File: src/p422_pkg.sv
// package for the packed 4:2:2 to planar 4:2:0 converter
// holds register indexes, format codes and the shared item and request types
// no dependencies
package p422_pkg;

	// default line buffer depth in pixel pairs
	localparam int unsigned MAX_PAIRS_DEFAULT = 1024;

	// configuration port widths
	localparam int unsigned CFG_INDEX_W = 2;
	localparam int unsigned CFG_DATA_W  = 11;

	// register indexes
	localparam logic [CFG_INDEX_W-1:0] REG_SOURCE_ORDER  = 2'd0;
	localparam logic [CFG_INDEX_W-1:0] REG_TARGET_FORMAT = 2'd1;
	localparam logic [CFG_INDEX_W-1:0] REG_LINE_PAIRS    = 2'd2;

	// input byte orders; the unused code decodes as yuy2
	localparam logic [1:0] SRC_YUY2 = 2'd0;
	localparam logic [1:0] SRC_UYVY = 2'd1;
	localparam logic [1:0] SRC_YVYU = 2'd2;

	// output formats
	typedef enum logic [1:0] {
		TGT_PLANAR = 2'd0,
		TGT_YUY2   = 2'd1,
		TGT_UYVY   = 2'd2,
		TGT_YVYU   = 2'd3
	} target_t;

	// one decoded pair on its way to the output stage
	// planar mode: b2 and b3 carry the pair's own u and v
	typedef struct packed {
		logic [7:0] b0;
		logic [7:0] b1;
		logic [7:0] b2;
		logic [7:0] b3;
		logic       planar;
		logic       odd;
		logic       last;
	} item_t;

	// line buffer access for one pair
	typedef struct packed {
		logic        rd;
		logic        we;
		logic [15:0] wdata;
	} lbuf_req_t;

endpackage

File: src/p422_front.sv
// front end: byte order decode, column and row parity counting,
// line buffer request generation; uses p422_pkg
module p422_front #(
	parameter int unsigned AW = 10
) (
	input  logic                  clk,
	input  logic                  arst_n,
	input  logic                  accept,
	input  logic [31:0]           pair,
	input  logic [1:0]            source_order,
	input  p422_pkg::target_t     target_format,
	input  logic [AW-1:0]         last_col,
	output p422_pkg::item_t       item,
	output p422_pkg::lbuf_req_t   req,
	output logic [AW-1:0]         col
);

	logic [AW-1:0] col_q;
	logic          odd_q;
	logic [7:0]    y0, y1, u, v;
	logic          last;

	assign col  = col_q;
	assign last = (col_q >= last_col);

	// unpack according to the input order
	always_comb begin
		case (source_order)
			p422_pkg::SRC_UYVY: begin
				u  = pair[7:0];
				y0 = pair[15:8];
				v  = pair[23:16];
				y1 = pair[31:24];
			end
			p422_pkg::SRC_YVYU: begin
				y0 = pair[7:0];
				v  = pair[15:8];
				y1 = pair[23:16];
				u  = pair[31:24];
			end
			default: begin
				y0 = pair[7:0];
				u  = pair[15:8];
				y1 = pair[23:16];
				v  = pair[31:24];
			end
		endcase
	end

	// repack for the target, planar keeps u and v for averaging
	always_comb begin
		item.planar = (target_format == p422_pkg::TGT_PLANAR);
		item.odd    = odd_q;
		item.last   = last;
		case (target_format)
			p422_pkg::TGT_UYVY: begin
				item.b0 = u;
				item.b1 = y0;
				item.b2 = v;
				item.b3 = y1;
			end
			p422_pkg::TGT_YVYU: begin
				item.b0 = y0;
				item.b1 = v;
				item.b2 = y1;
				item.b3 = u;
			end
			p422_pkg::TGT_YUY2: begin
				item.b0 = y0;
				item.b1 = u;
				item.b2 = y1;
				item.b3 = v;
			end
			default: begin
				item.b0 = y0;
				item.b1 = y1;
				item.b2 = u;
				item.b3 = v;
			end
		endcase
	end

	// even planar rows store chroma, odd planar rows fetch it
	always_comb begin
		req.rd    = accept && item.planar && odd_q;
		req.we    = accept && item.planar && !odd_q;
		req.wdata = {v, u};
	end

	// column and row parity
	always_ff @(posedge clk or negedge arst_n) begin
		if (!arst_n) begin
			col_q <= '0;
			odd_q <= 1'b0;
		end else if (accept) begin
			if (last) begin
				col_q <= '0;
				odd_q <= !odd_q;
			end else begin
				col_q <= col_q + 1'b1;
			end
		end
	end

endmodule

File: config.mk
export PLATFORM = sky130hd
export DESIGN_NAME = p422_front
export DESIGN_NICKNAME = d
export VERILOG_FILES = /design/src/p422_pkg.sv /design/src/p422_front.sv
export SDC_FILE = /design/constraint.sdc
export NUM_CORES = 1
export LEC_CHECK = 0
export BUFFER_PORTS_ARGS = -buffer_cell sky130_fd_sc_hd__buf_2
export CORE_ASPECT_RATIO = 0.75
export CORE_MARGIN = 4
export CORE_UTILIZATION = 47
export DETAILED_ROUTE_END_ITERATION = 8
export GPL_TIMING_DRIVEN = 1
export PLACE_DENSITY_LB_ADDON = 0.12
export SLEW_MARGIN = 25
export SYNTH_ARGS = -nofsm -noshare
export SYNTH_HDL_FRONTEND = slang
export SYNTH_SLANG_ARGS = --single-unit
export TNS_END_PERCENT = 10
File: constraint.sdc
create_clock -name clk -period 2.45 [get_ports clk]
set_input_delay 0.3675 -clock clk [delete_from_list [all_inputs] [get_ports clk]]
set_output_delay 0.3675 -clock clk [all_outputs]
set_load 0.01 [all_outputs]
Word level (Yosys, flattened, before mapping)
Cells that the tools add are included.
{"block": "word_totals", "regBits": 11, "in_bits": 49}
{"block": "op_classes", "addsub": 1, "magnitude_cmp": 1, "n_eq_ne": 5, "mux": 6, "reduce_logical": 6}
{"op": "$pmux W32 S3", "n": 1}
{"op": "$pmux W8 S2", "n": 2}
{"op": "$mux W8", "n": 2}
{"op": "$add A10 B1 Y10 const B", "n": 1}
{"op": "$ge A10 B10 Y1", "n": 1}
{"op": "$mux W10", "n": 1}
{"op": "$eq A2 B2 Y1 const B", "n": 3}
{"op": "$eq A2 B1 Y1 const B", "n": 2}
{"op": "$logic_and A1 B1 Y1", "n": 3}
{"op": "$logic_not A2 Y1", "n": 1}
{"op": "$reduce_and A2 Y1", "n": 1}
{"op": "$logic_not A1 Y1", "n": 1}

Depth between registers and ports, before layout
{"block": "logic_depth", "depth_word": 3, "ltp_mapped": 8, "mapped_depth_nobuf": 7}

Least setup slack after synthesis
Ideal clock, no wire load.
{"block": "synth_timing", "path_type": "input-to-output", "startpoint": "input source_order[0]", "endpoint": "output item[9] (netlist bit)", "t_arrival_ps": 1659, "required_time_ps": 2082, "slack_ps": 423, "cell_stages": 7, "path_cell_list": "inv_1 -> ha_1 -> buf_2 -> nand2_1 -> o21ai_2 -> mux2_2 -> mux2_4"}
{"item": "start: declaration", "line_no": "p422_front.sv:10", "rtl": "input logic [1:0] source_order,"}
{"item": "end: declaration", "line_no": "p422_front.sv:13", "rtl": "output p422_pkg::item_t item,"}

==> results.json <==
{
  "placementRows": 21,
  "ys_async_sr_fraction": 1.00,
  "multi_input_logic_area_um2": 1700,
  "final.setup.tns_ns": 0,
  "endpoint_kind": "output port",
  "timing_worst_slew_pin_value_ns": 0.810,
  "tritoncts": "built",
  "clock-root-buffer": "sky130_fd_sc_hd__clkbuf_8",
  "die_height_um": 66.9,
  "layout-area-overhead-vs-synth_pct": 29.1,
  "grtUsageTotal": 0.203,
  "path_clk_slew_ns": 0.06,
  "wirelength_um": 5990,
  "number_of_top_level_pins": 112,
  "ff_latch_area_um2": 275,
  "crit_arrival_ns": 1.95,
  "dpl-instance-area_um2": 2750,
  "grt_antenna_before_repair": 0,
  "hold_path.class": "primary input to asynchronous set/reset pin",
  "synth_enable_flop_cells": 0,
  "max_clock_freq_ghz": 0.431,
  "final.fill_count": 405,
  "antennaDiodeCount": 0,
  "detail_route.wl_per_cell_um": 15.0,
  "synth_top_area_frac": 0.127,
  "timing.critical_path.from_type": "flip-flop",
  "fp.dieArea_um2": 5790,
  "powerDensity_nw_per_um2": 507,
  "final-max-slew-violation-count": 0,
  "final_layout_size_suffix_gt1_frac": 0.510,
  "final_cells": 400,
  "tritoncts_num_sinks": 11,
  "drt_drc_violations_left": 0,
  "worst-path-max-fanout": 5,
  "core_area_um2": 4470,
  "synth-seq-area-share": 0.127,
  "grt_overflow_total": 0,
  "post_synthesis_net_count": 301,
  "peakVddDrop_mv": 0.325,
  "hold_viol": 0,
  "final.period_utilization": 0.948,
  "synth_area_leader_cell": "sky130_fd_sc_hd__dfrtp_1",
  "fin_nets": 406,
  "yosysWarnings": 0,
  "post_synth.cell_area_avg_um2": 9.10,
  "number_of_max_capacitance_violations_reported": 0,
  "vias": 2209,
  "fin_worst_skew_ns": 0.00610,
  "netlist_top_cells_area": "sky130_fd_sc_hd__dfrtp_1, sky130_fd_sc_hd__mux2_4, sky130_fd_sc_hd__mux2_2, sky130_fd_sc_hd__mux4_2, sky130_fd_sc_hd__ha_1",
  "die_width_um": 86.5,
  "postCtsSetupRepairBufs": 0,
  "cts_max_level": 1,
  "ys.flop_type": "sky130_fd_sc_hd__dfrtp_1",
  "ys_ff_latch": 11,
  "vias_in_the_first_global_route": 1959,
  "min_tclk_post_route_ns": 2.32,
  "drtIter0Drc": 102,
  "path_class": "flip-flop to output port",
  "run_status": "finished, final reports clean",
  "p_leak_nw": 1.45,
  "syn_std_cell_area_um2": 2170,
  "cts_max_path_buffers": 2,
  "unrepaired_setup_endpoints_after_global_routing": "false",
  "vias_per_cell": 5.52,
  "clock_latency_of_the_later_clocked_register_in_the_worst_skew_pair_ns": 0.24,
  "first_pass_drt_iterations": 4,
  "critical_path_required_ns": 2.08,
  "port_buffers": 111,
  "finalInstanceArea_um2": 2810,
  "setup_viol_count_final": 0,
  "place.gp.congestion": 0.844,
  "global_route_wire_length_before_repair_um": 9560,
  "worst_slew_margin_rel": 0.459,
  "cts_inserted_buffers": 3,
  "start_util": 0.487,
  "grt_max_degree": 33,
  "placedCellCount": 395,
  "synthDistinctLibCells": 41,
  "drt.antenna.violating_nets": 0,
  "post_synth_inst_count": 239,
  "hpwl_um": 4730
}
## worst max-delay path: stages, from the launching register on
cell                        delay [ns]
sky130_fd_sc_hd__dfrtp_1          0.40
sky130_fd_sc_hd__inv_1            0.12
sky130_fd_sc_hd__ha_1             0.23
sky130_fd_sc_hd__nand2b_1         0.15
sky130_fd_sc_hd__a211oi_2         0.24
sky130_fd_sc_hd__a2bb2oi_2        0.32
sky130_fd_sc_hd__o21ai_2          0.11
sky130_fd_sc_hd__buf_2            0.15
## area by class of cell
| class | instances | area share |
|---|---|---|
| inverters | 15 | 0.0201 |
| repair buffers | 120 | 0.236 |
| well taps | 57 | 0.0254 |
| flip-flops and latches | 11 | 0.0981 |
| clock buffers | 4 | 0.0160 |
| multi-input cells | 193 | 0.604 |
## registers in the layout (all words and copies together) (netlist names)
register and flops:
col 10, odd_q 1
## where the power goes
part	leakage (nW)	switching [mW]	internal (mW)
Combinational	1.29	0.495	0.449
Sequential	0.134	0.0579	0.234
Clock	0.0228	0.0725	0.115
Total	1.45	0.626	0.797
## per-layer routing
metal,global-route usage,wire (um),share of wire
met5,0,0,0
met4,0.0311,70,0.012
met3,0.0519,555,0.093
met2,0.301,2520,0.42
met1,0.299,2850,0.48
## through the flow
step	total power, mW	hold slack [ns]	utilization	setup WS [ns]
after floorplan	0.905	0.0719	-	0.423
after global placement	1.22	0.252	0.615	0.181
after detailed placement	1.23	0.260	0.615	0.144
after CTS	1.43	0.538	0.628	0.134
after global routing	1.55	0.561	0.628	0.0354
final	1.42	0.535	0.628	0.128
## cells in the mapped netlist (6+ instances only)
cell type,n
sky130_fd_sc_hd__dfrtp_1,11
sky130_fd_sc_hd__o21ai_2,9
sky130_fd_sc_hd__o21ai_1,17
sky130_fd_sc_hd__mux2_2,16
sky130_fd_sc_hd__buf_6,7
sky130_fd_sc_hd__nand2_1,29
sky130_fd_sc_hd__a21oi_1,6
sky130_fd_sc_hd__mux2_4,16
sky130_fd_sc_hd__mux2i_1,10
sky130_fd_sc_hd__mux2_1,8
sky130_fd_sc_hd__inv_1,15
sky130_fd_sc_hd__a22oi_1,16
sky130_fd_sc_hd__mux4_2,8
sky130_fd_sc_hd__ha_1,13
sky130_fd_sc_hd__nand3_1,8
sky130_fd_sc_hd__buf_2,6
## layout by cell type, fill, tap and decap left out, types with 2 or more instances in the layout
cell type                  synthesis  layout
sky130_fd_sc_hd__o21ai_2           9       9
sky130_fd_sc_hd__and3_1            3       3
sky130_fd_sc_hd__nor2b_1           4       4
sky130_fd_sc_hd__ha_1             13      12
sky130_fd_sc_hd__o21ai_1          17      17
sky130_fd_sc_hd__mux2i_1          10      10
sky130_fd_sc_hd__buf_2             6     111
sky130_fd_sc_hd__inv_1            15      15
sky130_fd_sc_hd__mux2_2           16      16
sky130_fd_sc_hd__mux2_4           16      16
sky130_fd_sc_hd__clkbuf_8          0       3
sky130_fd_sc_hd__buf_12            0       3
sky130_fd_sc_hd__a21oi_1           6       6
sky130_fd_sc_hd__nor2_1            4       4
sky130_fd_sc_hd__o31ai_1           2       2
sky130_fd_sc_hd__dfrtp_1          11      11
sky130_fd_sc_hd__nand3_1           8       8
sky130_fd_sc_hd__mux4_2            8       8
sky130_fd_sc_hd__buf_4             4       5
sky130_fd_sc_hd__nand2_1          29      29
sky130_fd_sc_hd__a41oi_1           3       3
sky130_fd_sc_hd__a22oi_1          16      16
sky130_fd_sc_hd__o22ai_1           3       3
sky130_fd_sc_hd__mux2_1            8       8
sky130_fd_sc_hd__xor2_1            3       3
## logic make-up after synthesis
| family | count (synthesis) | share of synthesized area |
|---|---|---|
| and+or+nand+nor | 54 | 0.115 |
| AOI/OAI and AO/OA | 64 | 0.209 |
| muxes | 58 | 0.364 |
| buffers and inverters | 35 | 0.0949 |
| xor gates and xnor gates | 4 | 0.0161 |
| DFF | 11 | 0.127 |
| adders and majority gates | 13 | 0.0748 |
## worst paths after layout
| check | cells past startpoint | slack, ns | from | to |
|---|---|---|---|---|
| worst max-delay path | 7 | 0.13 | col[0] | item[0] |
| worst min-delay path | 2 | 0.54 | arst_n | col[6] |
| worst max register to register | 7 | 0.42 | col[0] | col[4] |
| worst min register to register | 2 | 0.57 | odd_q | odd_q |
| max in group asynchronous | 2 | 1.69 | arst_n | col[7] |
| min in group clk | 2 | 0.54 | accept | col[9] |
## repair_timing
action                                  in CTS  in global routing
hold buffers                                 1                  0
resized for setup                            0                  1
hold endpoints to repair                     1                  0
endpoints found under the setup margin       0                 15
Power figures use the tool's default switching activity.
